[config.mk]
export PLATFORM = sky130hd
export DESIGN_NAME = quoted_field_tokenizer_top
export DESIGN_NICKNAME = d
export VERILOG_FILES = /design/src/hw/rtl/qft_pkg.sv /design/src/hw/rtl/quoted_field_tokenizer_top.sv /design/src/hw/rtl/qft_cfg.sv /design/src/hw/rtl/qft_decode.sv /design/src/hw/rtl/qft_res_fifo.sv
export SDC_FILE = /design/constraint.sdc
export NUM_CORES = 1
export LEC_CHECK = 0
export ABC_AREA = 0
export BUFFER_PORTS_ARGS = -buffer_cell sky130_fd_sc_hd__buf_4
export CAP_MARGIN = 10
export CORE_ASPECT_RATIO = 1.1
export CORE_MARGIN = 3
export CORE_UTILIZATION = 51
export DETAILED_ROUTE_END_ITERATION = 8
export GPL_ROUTABILITY_DRIVEN = 0
export MAX_ROUTING_LAYER = met4
export PLACE_DENSITY = 0.79
export SLEW_MARGIN = 20
export SYNTH_ARGS = -nofsm -noshare
export SYNTH_HDL_FRONTEND = slang
export SYNTH_SLANG_ARGS = --single-unit
[constraint.sdc]
create_clock -name i_clk -period 4.56 [get_ports i_clk]
set_clock_uncertainty 0.15 [all_clocks]
set_input_delay 0.456 -clock i_clk [delete_from_list [all_inputs] [get_ports i_clk]]
set_output_delay 0.456 -clock i_clk [all_outputs]
set_load 0.02 [all_outputs]
[src/hw/rtl/qft_pkg.sv]
// ============================================================================
// qft_pkg: shared types and constants for the quoted field tokenizer
// Result kinds, phase codes, register map and the configuration bundle.
// ============================================================================
package qft_pkg;

    localparam int GROUP_PAIRS = 4;
    // Pair slots the opener/closer registers can hold
    localparam int SLOT_PAIRS  = 4;
    localparam int MAX_PAIRS   = (GROUP_PAIRS < SLOT_PAIRS) ? GROUP_PAIRS : SLOT_PAIRS;

    localparam int FIFO_DEPTH  = 4;
    localparam int FIFO_AW     = $clog2(FIFO_DEPTH);
    localparam int FIFO_CW     = $clog2(FIFO_DEPTH + 1);

    typedef enum logic [1:0] {
        K_START    = 2'd0,
        K_CHAR     = 2'd1,
        K_END      = 2'd2,
        K_LIST_END = 2'd3
    } t_kind;

    typedef enum logic [2:0] {
        PH_IDLE  = 3'b001,
        PH_PLAIN = 3'b010,
        PH_GROUP = 3'b100
    } t_phase;

    typedef enum logic [1:0] {
        REG_DELIMITER  = 2'd0,
        REG_OPENERS    = 2'd1,
        REG_CLOSERS    = 2'd2,
        REG_PAIRS_USED = 2'd3
    } t_reg_idx;

    typedef struct packed {
        logic [7:0]  delimiter;
        logic [31:0] openers;
        logic [31:0] closers;
        logic [2:0]  pairs_used;
    } t_cfg;

    typedef struct packed {
        logic       last;
        t_kind      kind;
        logic [7:0] chr;
    } t_result;

    // Outcome of decoding one byte
    typedef struct packed {
        logic [1:0] n_res;
        t_result    res0;
        t_result    res1;
        t_phase     phase;
        logic [7:0] closer;
    } t_dec;

endpackage

[src/hw/rtl/quoted_field_tokenizer_top.sv]
// ============================================================================
// quoted_field_tokenizer_top: byte-stream tokenizer with quote pairs
// Splits a zero-terminated byte stream into start/char/end/list-end marks.
// ============================================================================
// Path: an accepted byte is held in the input register, then decoded into
//   the result queue, whose head offers its first result.
// Throughput: one byte per cycle; decode waits while three or more results
//   are queued, so two-result bytes in a row cannot all pass at that rate.
// Reset (i_rst_n low, synchronous): registers to defaults (delimiter 32,
//   grouping off), phase idle, input register and result queue emptied.
module quoted_field_tokenizer_top (
    input  logic        i_clk,
    input  logic        i_rst_n,
    // Input stream
    input  logic        s_tvalid,
    output logic        s_tready,
    input  logic [7:0]  s_tdata,   // [7:0] char_in
    // Result stream
    output logic        m_tvalid,
    input  logic        m_tready,
    output logic [7:0]  m_tdata,   // [7:0] char_out
    output logic [1:0]  m_tuser,   // [1:0] kind
    output logic        m_tlast,   // last
    // Configuration
    input  logic        psel,
    input  logic        penable,
    input  logic        pwrite,
    input  logic [3:0]  paddr,
    input  logic [31:0] pwdata,
    output logic [31:0] prdata,
    output logic        pready
);

    qft_pkg::t_cfg     w_cfg;
    qft_pkg::t_dec     w_dec;
    qft_pkg::t_result  w_head;
    logic [qft_pkg::FIFO_CW-1:0] w_count;

    // Input register
    logic              r_in_vld;
    logic [7:0]        r_in_char;
    // Tokenizer state
    qft_pkg::t_phase   r_phase;
    logic [7:0]        r_closer;

    logic              w_accept;
    logic              w_fire;
    logic [1:0]        w_push_n;

    qft_cfg u_cfg (
        .i_clk   (i_clk),
        .i_rst_n (i_rst_n),
        .psel    (psel),
        .penable (penable),
        .pwrite  (pwrite),
        .paddr   (paddr),
        .pwdata  (pwdata),
        .prdata  (prdata),
        .pready  (pready),
        .o_cfg   (w_cfg)
    );

    // Decode fires only when the queue can swallow a worst-case two results
    assign w_fire   = r_in_vld &&
                      (w_count <= qft_pkg::FIFO_CW'(qft_pkg::FIFO_DEPTH - 2));
    assign s_tready = !r_in_vld || w_fire;
    assign w_accept = s_tvalid & s_tready;
    assign w_push_n = w_fire ? w_dec.n_res : 2'd0;

    always_ff @(posedge i_clk) begin
        if (!i_rst_n) begin
            r_in_vld <= 1'b0;
        end else begin
            r_in_vld <= w_accept || (r_in_vld && !w_fire);
        end
    end

    // Payload, no reset needed
    always_ff @(posedge i_clk) begin
        if (w_accept) r_in_char <= s_tdata;
    end

    qft_decode u_decode (
        .i_phase  (r_phase),
        .i_closer (r_closer),
        .i_char   (r_in_char),
        .i_cfg    (w_cfg),
        .o_dec    (w_dec)
    );

    always_ff @(posedge i_clk) begin
        if (!i_rst_n) begin
            r_phase  <= qft_pkg::PH_IDLE;
            r_closer <= '0;
        end else if (w_fire) begin
            r_phase  <= w_dec.phase;
            r_closer <= w_dec.closer;
        end
    end

    qft_res_fifo u_fifo (
        .i_clk    (i_clk),
        .i_rst_n  (i_rst_n),
        .i_push_n (w_push_n),
        .i_res0   (w_dec.res0),
        .i_res1   (w_dec.res1),
        .o_valid  (m_tvalid),
        .i_ready  (m_tready),
        .o_res    (w_head),
        .o_count  (w_count)
    );

    assign m_tdata = w_head.chr;
    assign m_tuser = w_head.kind;
    assign m_tlast = w_head.last;

    // ---------------------------------------------------------------- checks
    a_fifo_bound: assert property (@(posedge i_clk) disable iff (!i_rst_n)
        w_count <= qft_pkg::FIFO_CW'(qft_pkg::FIFO_DEPTH))
        else $error("result queue overflow");

    a_stall_means_full: assert property (@(posedge i_clk) disable iff (!i_rst_n)
        !s_tready |-> r_in_vld)
        else $error("input stalled with empty input register");

    a_eos_idles: assert property (@(posedge i_clk) disable iff (!i_rst_n)
        (w_fire && r_in_char == 8'd0) |=> (r_phase == qft_pkg::PH_IDLE))
        else $error("phase not idle after end of string");

    a_list_end_last: assert property (@(posedge i_clk) disable iff (!i_rst_n)
        (m_tvalid && m_tuser == qft_pkg::K_LIST_END) |-> m_tlast)
        else $error("list end without last");

endmodule

[src/hw/rtl/qft_cfg.sv]
// ============================================================================
// qft_cfg: configuration register file
// APB-style write/read of delimiter, opener, closer and pair-count registers.
// ============================================================================
module qft_cfg (
    input  logic              i_clk,
    input  logic              i_rst_n,
    input  logic              psel,
    input  logic              penable,
    input  logic              pwrite,
    input  logic [3:0]        paddr,
    input  logic [31:0]       pwdata,
    output logic [31:0]       prdata,
    output logic              pready,
    output qft_pkg::t_cfg     o_cfg
);

    qft_pkg::t_cfg   r_cfg;
    qft_pkg::t_reg_idx w_idx;
    logic            w_wr;

    assign pready = 1'b1;
    assign w_idx  = qft_pkg::t_reg_idx'(paddr[3:2]);
    assign w_wr   = psel & penable & pwrite;

    always_ff @(posedge i_clk) begin
        if (!i_rst_n) begin
            r_cfg.delimiter  <= 8'd32;
            r_cfg.openers    <= '0;
            r_cfg.closers    <= '0;
            r_cfg.pairs_used <= '0;
        end else if (w_wr) begin
            unique case (w_idx)
                qft_pkg::REG_DELIMITER:  r_cfg.delimiter  <= pwdata[7:0];
                qft_pkg::REG_OPENERS:    r_cfg.openers    <= pwdata;
                qft_pkg::REG_CLOSERS:    r_cfg.closers    <= pwdata;
                qft_pkg::REG_PAIRS_USED: r_cfg.pairs_used <= pwdata[2:0];
                default: ;
            endcase
        end
    end

    always_comb begin
        unique case (w_idx)
            qft_pkg::REG_DELIMITER:  prdata = {24'd0, r_cfg.delimiter};
            qft_pkg::REG_OPENERS:    prdata = r_cfg.openers;
            qft_pkg::REG_CLOSERS:    prdata = r_cfg.closers;
            qft_pkg::REG_PAIRS_USED: prdata = {29'd0, r_cfg.pairs_used};
            default:                 prdata = '0;
        endcase
    end

    assign o_cfg = r_cfg;

endmodule

[src/hw/rtl/qft_decode.sv]
// ============================================================================
// qft_decode: per-byte tokenizer decision
// Given the phase and one byte, produces up to two results and the next state.
// ============================================================================
module qft_decode (
    input  qft_pkg::t_phase   i_phase,
    input  logic [7:0]        i_closer,
    input  logic [7:0]        i_char,
    input  qft_pkg::t_cfg     i_cfg,
    output qft_pkg::t_dec     o_dec
);

    logic       w_open;
    logic [7:0] w_open_closer;
    logic [2:0] w_npairs;

    // Pair walk: opener k, closer k, ...; stops at a zero slot or a byte match
    always_comb begin
        logic       done;
        logic [7:0] o_b;
        logic [7:0] c_b;
        done          = 1'b0;
        w_open        = 1'b0;
        w_open_closer = '0;
        w_npairs      = (i_cfg.pairs_used > 3'(qft_pkg::MAX_PAIRS)) ?
                        3'(qft_pkg::MAX_PAIRS) : i_cfg.pairs_used;
        for (int k = 0; k < qft_pkg::MAX_PAIRS; k++) begin
            o_b = i_cfg.openers[8*k +: 8];
            c_b = i_cfg.closers[8*k +: 8];
            if (!done && (3'(k) < w_npairs)) begin
                if (o_b == 8'd0) begin
                    done = 1'b1;
                end else if (o_b == i_char) begin
                    done          = 1'b1;
                    w_open        = 1'b1;
                    w_open_closer = c_b;
                end else if (c_b == 8'd0 || c_b == i_char) begin
                    done = 1'b1;
                end
            end
        end
    end

    always_comb begin
        o_dec        = '0;
        o_dec.phase  = i_phase;
        o_dec.closer = i_closer;
        o_dec.res0.kind = qft_pkg::K_START;
        o_dec.res1.kind = qft_pkg::K_START;
        unique case (i_phase) inside
            qft_pkg::PH_PLAIN, qft_pkg::PH_GROUP: begin
                if (i_char == 8'd0) begin
                    o_dec.n_res     = 2'd2;
                    o_dec.res0.kind = qft_pkg::K_END;
                    o_dec.res1.kind = qft_pkg::K_LIST_END;
                    o_dec.res1.last = 1'b1;
                    o_dec.phase     = qft_pkg::PH_IDLE;
                    o_dec.closer    = '0;
                end else if ((i_phase == qft_pkg::PH_PLAIN && i_char == i_cfg.delimiter) ||
                             (i_phase == qft_pkg::PH_GROUP && i_char == i_closer)) begin
                    o_dec.n_res     = 2'd1;
                    o_dec.res0.kind = qft_pkg::K_END;
                    o_dec.res0.last = 1'b1;
                    o_dec.phase     = qft_pkg::PH_IDLE;
                    o_dec.closer    = '0;
                end else begin
                    o_dec.n_res     = 2'd1;
                    o_dec.res0.kind = qft_pkg::K_CHAR;
                    o_dec.res0.chr  = i_char;
                    o_dec.res0.last = 1'b1;
                end
            end
            default: begin
                o_dec.phase = qft_pkg::PH_IDLE;
                if (i_char == 8'd0) begin
                    o_dec.n_res     = 2'd1;
                    o_dec.res0.kind = qft_pkg::K_LIST_END;
                    o_dec.res0.last = 1'b1;
                end else if (i_char == i_cfg.delimiter) begin
                    o_dec.n_res = 2'd0;
                end else if (w_open) begin
                    o_dec.n_res     = 2'd1;
                    o_dec.res0.kind = qft_pkg::K_START;
                    o_dec.res0.last = 1'b1;
                    o_dec.phase     = qft_pkg::PH_GROUP;
                    o_dec.closer    = w_open_closer;
                end else begin
                    o_dec.n_res     = 2'd2;
                    o_dec.res0.kind = qft_pkg::K_START;
                    o_dec.res1.kind = qft_pkg::K_CHAR;
                    o_dec.res1.chr  = i_char;
                    o_dec.res1.last = 1'b1;
                    o_dec.phase     = qft_pkg::PH_PLAIN;
                end
            end
        endcase
    end

endmodule

[src/hw/rtl/qft_res_fifo.sv]
// ============================================================================
// qft_res_fifo: small result queue
// Takes up to two results per cycle, hands out one per transfer.
// ============================================================================
module qft_res_fifo (
    input  logic                         i_clk,
    input  logic                         i_rst_n,
    input  logic [1:0]                   i_push_n,
    input  qft_pkg::t_result             i_res0,
    input  qft_pkg::t_result             i_res1,
    output logic                         o_valid,
    input  logic                         i_ready,
    output qft_pkg::t_result             o_res,
    output logic [qft_pkg::FIFO_CW-1:0]  o_count
);

    qft_pkg::t_result                r_mem [qft_pkg::FIFO_DEPTH];
    logic [qft_pkg::FIFO_AW-1:0]     r_wr_ptr;
    logic [qft_pkg::FIFO_AW-1:0]     r_rd_ptr;
    logic [qft_pkg::FIFO_CW-1:0]     r_count;
    logic                            w_pop;

    assign o_valid = (r_count != '0);
    assign w_pop   = o_valid & i_ready;
    assign o_res   = r_mem[r_rd_ptr];
    assign o_count = r_count;

    always_ff @(posedge i_clk) begin
        if (!i_rst_n) begin
            r_wr_ptr <= '0;
            r_rd_ptr <= '0;
            r_count  <= '0;
        end else begin
            r_wr_ptr <= r_wr_ptr + qft_pkg::FIFO_AW'(i_push_n);
            r_rd_ptr <= r_rd_ptr + qft_pkg::FIFO_AW'(w_pop);
            r_count  <= r_count + qft_pkg::FIFO_CW'(i_push_n)
                        - qft_pkg::FIFO_CW'(w_pop);
        end
    end

    always_ff @(posedge i_clk) begin
        if (i_push_n != 2'd0) r_mem[r_wr_ptr] <= i_res0;
        if (i_push_n == 2'd2) r_mem[r_wr_ptr + qft_pkg::FIFO_AW'(1)] <= i_res1;
    end

endmodule
* Word-level counts from Yosys, hierarchy flattened
Memory sizes are Yosys's and may differ from the RTL's. A register that Yosys moved wholly into a read port is not among the register bits. Index checks and enable logic that the tools add are counted.
Word-level totals: bits in registers 102, memories 1, ROM bits 0, memory bits (writable) 44, latch bits 0, word-level logic and storage cells 150
Memory list:
- u_fifo.r_mem | words 4, width 11, rd ports 1, clocked after Yosys merged registers in 1, wr ports 2, RTL line qft_res_fifo.sv:17 | qft_pkg::t_result r_mem [qft_pkg::FIFO_DEPTH];
Cells by class: reduce and logical (&&, ||, !) cells 37, eq/ne operators 18, add/subtract/negate cells 5, shifts and indexed selects 0, divide/modulo/power cells 0, multiply operators 0, $lt $le $gt $ge 6, bitwise logic cells 4, muxes and demuxes 68
Operator list (count):
- $mux W8 | 17
- $pmux W32 S4 | 1
- $eq A8 B8 Y1 | 9
- $logic_not A8 Y1 | 8
- $mux W11 | 4
- $mux W22 | 2
- $mux W1 | 30
- $mux W3 | 5
- $mux W2 | 7
- $mux W5 | 2
- $reduce_and A2 Y1 | 5
- $logic_and A1 B1 Y1 | 7
- $eq A2 B2 Y1 const B | 3
- $logic_or A1 B1 Y1 | 6
- $lt A1 B3 Y1 const A | 2
- $lt A2 B3 Y1 const A | 2
- $logic_not A1 Y1 | 5
- $reduce_and A5 Y1 | 1
- $and A1 B1 Y1 | 4
- $ne A2 B2 Y1 const B | 2
- $reduce_bool A2 Y1 | 2
- $add A3 B2 Y3 | 1
- $eq A3 B2 Y1 const B | 1
- $eq A3 B3 Y1 const B | 1
- 11 further kinds | 11

* Depth between registers and ports, before layout
Gate-level depths: netlist (run 1).
depth in word-level cells 25, gate-level depth with buffers 16

* Modules after synthesis
A second synthesis (run 1) with hierarchy kept.
Unflattened totals: cells, all modules 796, area total of the unflattened synthesis 8541.9 um2
By module, submodules not included:
- qft_cfg | cells each 339, area each 3279.4 um2, instances 1
- qft_res_fifo | cells each 151, area each 2715.1 um2, instances 1
- qft_decode | cells each 242, area each 1793.0 um2, instances 1
- quoted_field_tokenizer_top | cells each 64, area each 754.5 um2, instances 1

* Least setup slack after synthesis (run 1)
OpenSTA, ideal clock, no wires.
path kind register to register, start point reg r_in_char[0], end point reg u_fifo.r_count, in the netlist u_fifo.o_count[2], library setup time 0.128 ns, arrival time 3.165 ns, cell stages (with the launch flop) 14, setup slack 1.117 ns, required time 4.282 ns, period minus slack after synthesis 3.443 ns, cells stage by stage edfxtp_1 -> buf_2 -> xor2_1 -> or4_4 -> a2111oi_4 -> o32ai_4 -> o21ba_1 -> o21ai_2 -> buf_4 -> ha_1 -> fa_1 -> xnor2_1 -> xnor2_1 -> nor2_1
On the way: longest elaborated chain between the ends 24
Ends and longest elaborated chain:
- start, declared | RTL line quoted_field_tokenizer_top.sv:41 | logic [7:0] r_in_char;
- start signal, assigned | RTL line quoted_field_tokenizer_top.sv:80 | if (w_accept) r_in_char <= s_tdata;
- $eq A8 B8 Y1 | RTL line qft_decode.sv:37 | end else if (c_b == 8'd0 || c_b == i_char) begin
- $logic_or A1 B1 Y1 | RTL line qft_decode.sv:37
- $mux W1 | RTL line qft_decode.sv:37
- $mux W1 | RTL line qft_decode.sv:33 | end else if (o_b == i_char) begin
- $mux W1 | RTL line qft_decode.sv:31 | if (o_b == 8'd0) begin
- $mux W1 | RTL line qft_decode.sv:30 | if (!done && (3'(k) < w_npairs)) begin
- $mux W1 | RTL line qft_decode.sv:37
- $mux W1 | RTL line qft_decode.sv:33
- [8 not listed]
- $mux W1 | RTL line qft_decode.sv:30
- $mux W2 | RTL line qft_decode.sv:81 | end else if (w_open) begin
- $mux W2 | RTL line qft_decode.sv:79 | end else if (i_char == i_cfg.delimiter) begin
- $mux W5 | RTL line qft_decode.sv:75 | if (i_char == 8'd0) begin
- $mux W5 * | RTL line qft_decode.sv:50 | unique case (i_phase) inside
- $mux W2 * | RTL line quoted_field_tokenizer_top.sv:68 | assign w_push_n = w_fire ? w_dec.n_res : 2'd0;
- $add A3 B2 Y3 * | RTL line qft_res_fifo.sv:36 | r_count <= r_count + qft_pkg::FIFO_CW'(i_push_n)
- $sub A3 B1 Y3 * | RTL line qft_res_fifo.sv:37 | - qft_pkg::FIFO_CW'(w_pop);
- end signal, assigned | RTL line qft_res_fifo.sv:36
- end, declared | RTL line qft_res_fifo.sv:20 | logic [qft_pkg::FIFO_CW-1:0] r_count;
Every way passes the cells marked *; elsewhere a longest branch is shown, timed or not. A chain may end at the register's enable or synchronous reset.

* Worst setup path in the final report (run 1)
start point reg r_in_char[1], end point reg u_fifo.r_count, in the netlist u_fifo.o_count[2]
Same word-level chain as after synthesis.

==> metrics.txt, run 1 <==
status finished, final reports clean; Total Routing Usage GR 24.88%; Setup violations, final 0; Max transition margin 44.68%; die area 16,200 um2; leakage power 3.422 nW; CP max FO 14; Core Region 14,080 um2; Crit path max-delay family compound AO/OA/AOI/OAI gates; CTS tree done; Gate power share 16.6%; grt ovf 0; RSZ-0062 raised after global routing no; initial drt markers 504; Die H 133.2 um; vias per inst 5.845; top cell type's share of synthesized area 25.10%; Layout Nets 910; TNS Setup 0 ns; Netlist Area Pre-Place 7498 um2; DR pass1 iterations 5; crit-path most repeated cell xnor2_1; r2r startpoint r_in_char[1]$_DFFE_PP_; Net Sw Frac 25.88%; Detail Route Antenna Nets 0; Worst Path Buf+Inv 1; post-synthesis sequential area ratio 45.92%; area grow syn2layout 19.76%; minimum clock period 4.120 ns; Syn Inst Count 781; Pwr Total 3.709 mW; first-pass GRT wire length 30,710 um; flop2flop setup slack 0.44 ns; Setup crit start r_in_char[1]$_DFFE_PP_; Post CTS Setup Buffer Count 0; Yosys cell types 56; CTS buffer count 17; Synth top cells by count 159 x nand2_1, 94 x dfxtp_1, 74 x a21oi_1; Synth area leaders dfxtp_1 25%, edfxtp_1 21%, nand2_1 8.0%; worst setup margin 0.4403 ns; CTS Buffer Depth 2; crit path DAT 4.25 ns; final hold vios 0; DRC errors left 0; VDD IR-drop max 0.3026 mV; Clock power frac 42.0%; final worst-path cycle share 90.34%; CP max stage delay 0.86 ns; most frequently used flop master after synthesis dfxtp_1; Starting Density 53.27%; syn_nets 836; CP startpoint kind flop; Synth Area per Inst 9.601 um2; most numerous cell in the Yosys netlist nand2_1; via count 6,172; PortBufs 93; Detailed Place HPWL 13,600 um; CP cell instances xnor2_1 > nand4_1 > or4_4 > a2111oi_4 > o32ai_4 > o31ai_1 > nand2_1 > xnor2_1 > ha_1 > inv_1 > fa_1 > xnor2_1 > xnor2_1 > nor2_1; Ant. Diodes 0; Synth Register Bits 146; # rows 45; Max Freq 242.7 MHz; max_cap viols 0; Reg power frac 41.4%; H-tree depth 4; Critical Path Stages 14; Avg WL per Cell 18.57 um; Ports 97; Worst R2R Path Depth 14; r2r endpoint u_fifo.o_count[2]$_SDFF_PN0_; critical path class flop to flop; Slowest cell on crit path edfxtp_1; Pint 2.749 mW; worst slew pin tran 0.8286 ns; crit end category flop; critical path endpoint u_fifo.o_count[2]$_SDFF_PN0_; pre-CTS setup slack 0.5291 ns; Ys Warns 0; Pwr per Cell Area 413.0 nW/um2; final WL 19,610 um; clock sink total 146; cell type with the highest aggregate area in the netlist dfxtp_1; largest net degree at the start of global routing 44; clock-pin slew on the worst setup and hold paths 0.06 ns; Post-synth ARST share 0%; Hold-fix buffers, CTS 0; PostCTS Resize Cnt 0; layout cell share with drive strength beyond 1 20.28%; Clock Tree Root clkbuf_16; clk_lat worst skew 0.42 ns; critical path required time 4.69 ns; hold crit path type input pin to flop; EDFF count, synth 52; Max Transition Viols Final 0; Net Switching 959.8 uW; Die Wd 121.6 um; vias in the first global route 5,983; initial antenna violation count 0
==> worst min path at each step <==
stage                              end               startpoint  cells after the start
2_1_floorplan  r_phase[1]$_SDFFE_PN0P_  r_phase[1]$_SDFFE_PN0P_                      2
3_3_place_gp   r_phase[1]$_SDFFE_PN0P_  r_phase[1]$_SDFFE_PN0P_                      2
3_5_place_dp   r_phase[1]$_SDFFE_PN0P_  r_phase[1]$_SDFFE_PN0P_                      2
4_1_cts         r_in_char[0]$_DFFE_PP_               s_tdata[0]                      1
5_1_grt         r_in_char[3]$_DFFE_PP_               s_tdata[3]                      1
6_report        r_in_char[0]$_DFFE_PP_               s_tdata[0]                      1
==> stage by stage <==
stage	hold WS, ns	area (um2)	util [%]	cells
floorplan	0.2947	7498	-	781
global placement	0.3098	8310	59.04	1024
detailed placement	0.3158	8310	59.04	1024
CTS	0.04168	8980	63.80	1056
global route	0.04109	8980	63.80	1056
finish	0.05854	8980	63.80	1056
==> area by class of cell <==
| cell class | count | area, um2 |
|---|---|---|
| Tap cell | 188 | 235.2 |
| Fill cell | 1163 | 5096 |
| Timing Repair Buffer | 112 | 840.8 |
| Sequential cell | 146 | 3443 |
| Clock buffer | 20 | 466.7 |
| Multi-Input combinational cell | 570 | 3761 |
| Inverter | 8 | 30.03 |
| Clock inverter | 12 | 202.7 |
==> placed cells by master (no fill, tap or decap), types with 4 or more instances in the layout <==
cell type  netlist  final
nor3_1           5      5
nor4_1          15     15
a32o_1           6      6
a22o_1          32     32
a21oi_1         74     74
bufinv_16        0      5
inv_1            7      7
o21ai_0         10     10
clkbuf_16        0     17
nor2_1          33     33
mux2i_1         18     18
dfxtp_1         94     94
o21ai_2          4      4
buf_4            5    112
nand2b_1         6      6
nand2_1        159    159
nand3_1          4      4
o21ai_1          7      7
and2_1          41     41
xnor2_1         45     45
xor2_1          29     29
nand4_1          9      9
or4_1            7      7
mux4_2          14     14
a221o_1          8      8
edfxtp_1        52     52
a21o_1           6      6
==> kinds of logic (layout without fill, tap and decap cells) <==
kind of cell               after synthesis  after routing  synth area share [%]
and+or+nand+nor                        289            289                 17.89
AOI/OAI and AO/OA                      170            170                 16.14
DFF                                    146            146                 45.92
xor gates and xnor gates                74             74                 8.643
buffers and inverters                   65            152                 3.988
muxes                                   32             32                 6.608
adders and majority gates                4              4                0.7676
other                                    1              1               0.05001
==> routing by layer <==
metal / global-route usage (%) / vias to the layer above / wire [um]
li1: - / 2908 / -
met1: 30.53 / 2930 / 8092
met2: 40.86 / 261 / 9666
met3: 3.949 / 73 / 1059
met4: 10.34 / 0 / 792
met5: - / - / 0
==> worst reg2reg max path: stages, from the launching register on <==
cell and delay (ns):
edfxtp_1 0.86, xnor2_1 0.20, nand4_1 0.12, or4_4 0.44, a2111oi_4 0.39, o32ai_4 0.17
o31ai_1 0.34, nand2_1 0.18, xnor2_1 0.20, ha_1 0.17, inv_1 0.05, fa_1 0.37
xnor2_1 0.18, xnor2_1 0.14, nor2_1 0.05
==> state kept, by name, indices dropped and copies added (netlist names) <==
| signal | count |
|---|---|
| u_fifo.r_rd_ptr | 2 |
| u_cfg.o_cfg | 75 |
| u_fifo.r_mem | 44 |
| u_fifo.r_wr_ptr | 2 |
| r_phase | 3 |
| r_closer | 8 |
| r_in_vld | 1 |
| r_in_char | 8 |
| u_fifo.o_count | 3 |
==> power by group through the flow <==
stage                     Combinational [mW]  Clock [mW]  Sequential, mW
after global placement                 0.607           0            1.56
after floorplan                        0.472           0            1.49
final                                  0.615        1.56            1.54
after global routing                   0.679        1.62            1.55
after CTS                              0.621        1.57            1.54
after detailed placement               0.616           0            1.56
No activity file was read; power rests on OpenSTA's default activity.
==> inputs of run 2 (changes only) <==
Settings changed: GPL_TIMING_DRIVEN from default to 0, PLACE_DENSITY 0.79 to 0.72.
==> run 2 against run 1 <==
  * First-iteration DRC count rose by 39%
  * Routed wire length is 11% higher
  * Fmax is 3.9% higher
  * Largest cell class unchanged
  * Power fell by 3.6%
  * Via count grew 7.5%
  * Global-route usage is 3.1 points higher
  * Clock power shrank 10%
==> metrics.txt, run 2 (synthesized netlist as in run 1, its figures left out) <==
DR pass1 iterations 6 (+1); Detail Route Antenna Nets 0 (unchanged); vias in the first global route 6,539 (+9.3%); crit path DAT 4.11 ns (-0.14 ns); Max Freq 252.1 MHz (+3.9%); # rows 45 (unchanged); area grow syn2layout 20.37%; Die H 133.2 um (unchanged); worst setup margin 0.5935 ns (+0.1532 ns); clock-pin slew on the worst setup and hold paths 0.06 ns (about the same); PortBufs 92 (-1.1%); r2r endpoint u_fifo.o_count[2]$_SDFF_PN0_; first-pass GRT wire length 33,970 um (+11%); Post CTS Setup Buffer Count 0 (unchanged); critical path required time 4.70 ns (about the same); met2 Use GR 46.57% (+5.7 points); Clock Tree Root clkbuf_16; Die Wd 121.6 um (unchanged); placed instance count 1,061 (+3.6%); clk_lat worst skew 0.42 ns (about the same); Worst R2R Path Depth 15 (+1); Starting Density 53.27% (unchanged); layout cell share with drive strength beyond 1 19.25% (-1.0 points); placed inst area 8434 um2 (+1.5%); Detailed Place HPWL 15,620 um (+15%); final worst-path cycle share 86.98% (-3.4 points); vias per inst 6.076 (+4.0%); Hold-fix buffers, CTS 0 (unchanged); Max transition margin 32.85% (-12 points); hold crit path type input pin to flop; worst hold path endpoint r_in_char[1]$_DFFE_PP_; initial antenna violation count 0 (unchanged); fin cells 1,092 (+3.4%); flop2flop setup slack 0.59 ns (+0.15 ns); TNS Setup 0 ns (unchanged); RSZ-0062 raised after global routing no; most common cell after layout, fill and taps aside nand2_1; largest net degree at the start of global routing 17 (-61%); met3 Track Usage GR 4.671% (+0.72 points); worst slew pin tran 1.004 ns (+0.1749 ns); CP max stage delay 0.44 ns (-0.42 ns); leakage power 3.400 nW (-0.67%); Pwr Total 3.573 mW (-3.6%); commonest non-fill, non-tap cells in the layout 159 x nand2_1, 97 x buf_4, 94 x dfxtp_1; die area 16,200 um2 (unchanged); CTS tree done; Layout Nets 947 (+4.1%); GR peak layer met2; number of flip-flops in the largest register 75 (unchanged); VDD IR-drop max 0.2526 mV (-17%); Ports 97 (unchanged); final hold vios 0 (unchanged); r2r startpoint r_in_char[3]$_DFFE_PP_; Avg WL per Cell 19.90 um (+7.2%); CP max FO 10 (-4); Core Region 14,080 um2 (unchanged); final WL 21,730 um (+11%); Pwr per Cell Area 395.9 nW/um2 (-4.1%); max_cap viols 0 (unchanged); minimum clock period 3.966 ns (-0.1532 ns); Crit path max-delay family buffers and inverters; Slowest cell on crit path fa_1; status finished, final reports clean; grt ovf 0 (unchanged); Setup violations, final 0 (unchanged); DRC errors left 0 (unchanged); H-tree depth 4 (unchanged); PostCTS Resize Cnt 0 (unchanged); crit end category flop; CP startpoint kind flop; GR met1 Demand/Resource 32.61% (+2.1 points); CTS Buffer Depth 2 (unchanged); Ant. Diodes 0 (unchanged); CTS buffer count 17 (unchanged); Total Routing Usage GR 28.00% (+3.1 points); Worst Hold Launch s_tdata[1]; Worst Hold Slack 0.05668 ns (-0.001859 ns); initial drt markers 701 (+39%); design area 9026 um2 (+0.52%); pre-CTS setup slack 0.6483 ns (+0.1192 ns); clock sink total 146 (unchanged); Max Transition Viols Final 0 (unchanged); Worst Path Buf+Inv 3 (+2); via count 6,635 (+7.5%); CP cell instances buf_2 > buf_2 > xnor2_1 > nand3_1 > nor4_2 > and2_1 > o32ai_4 > o21ba_1 > o21ai_2 > buf_4 > ha_1 > fa_1 > xnor2_1 > xnor2_1 > nor2_1; critical path class flop to flop; Final Util 64.12% (+0.33 points); crit-path most repeated cell xnor2_1; Hold Crit Depth 1 (unchanged)
run 2: cell count changes in the layout (fill, tap and decap cells not counted), moves of 3 or more:
cell | previous run | this run
buf_6 | 0 | 3
clkinvlp_4 | 1 | 5
buf_1 | 0 | 4
buf_2 | 0 | 11
clkbuf_8 | 3 | 0
clkbuf_1 | 0 | 34
buf_4 | 112 | 97
run 2: worst max path at each step:
stage	from	endpoint	slack, ns	cells after the start
2_1_floorplan	r_in_char[0]$_DFFE_PP_	u_fifo.o_count[2]$_SDFF_PN0_	1.12	13
3_3_place_gp	r_in_char[7]$_DFFE_PP_	u_fifo.r_mem[2][4]$_DFFE_PP_	0.71	11
3_5_place_dp	r_in_char[3]$_DFFE_PP_	u_fifo.o_count[2]$_SDFF_PN0_	0.65	15
4_1_cts	r_in_char[3]$_DFFE_PP_	u_fifo.o_count[2]$_SDFF_PN0_	0.63	15
5_1_grt	r_in_char[7]$_DFFE_PP_	u_fifo.o_count[2]$_SDFF_PN0_	0.42	16
6_report	r_in_char[3]$_DFFE_PP_	u_fifo.o_count[2]$_SDFF_PN0_	0.59	15
run 2: cell type report:
cell class | count | area (um2)
buffer | 57 | 269.0
clock buffer | 17 | 425.4
clock inverter | 14 | 163.9
fill | 1163 | 5050
inverter | 8 | 30.03
multi-input combinational | 570 | 3769
sequential | 146 | 3443
tap | 188 | 235.2
timing repair buffer | 92 | 690.7
run 2: power by group:
| part | switching (mW) | internal, mW | leakage [nW] |
|---|---|---|---|
| Sequential | 0.0402 | 1.43 | 1.28 |
| Combinational | 0.396 | 0.304 | 1.85 |
| Clock | 0.547 | 0.852 | 0.271 |
run 2: layer usage:
| layer | share of wire [%] | vias to the layer above |
|---|---|---|
| met5 | 0 | - |
| met4 | 4.7 | 0 |
| met3 | 7.2 | 86 |
| met2 | 50 | 358 |
| met1 | 38 | 3208 |
| li1 | - | 2983 |
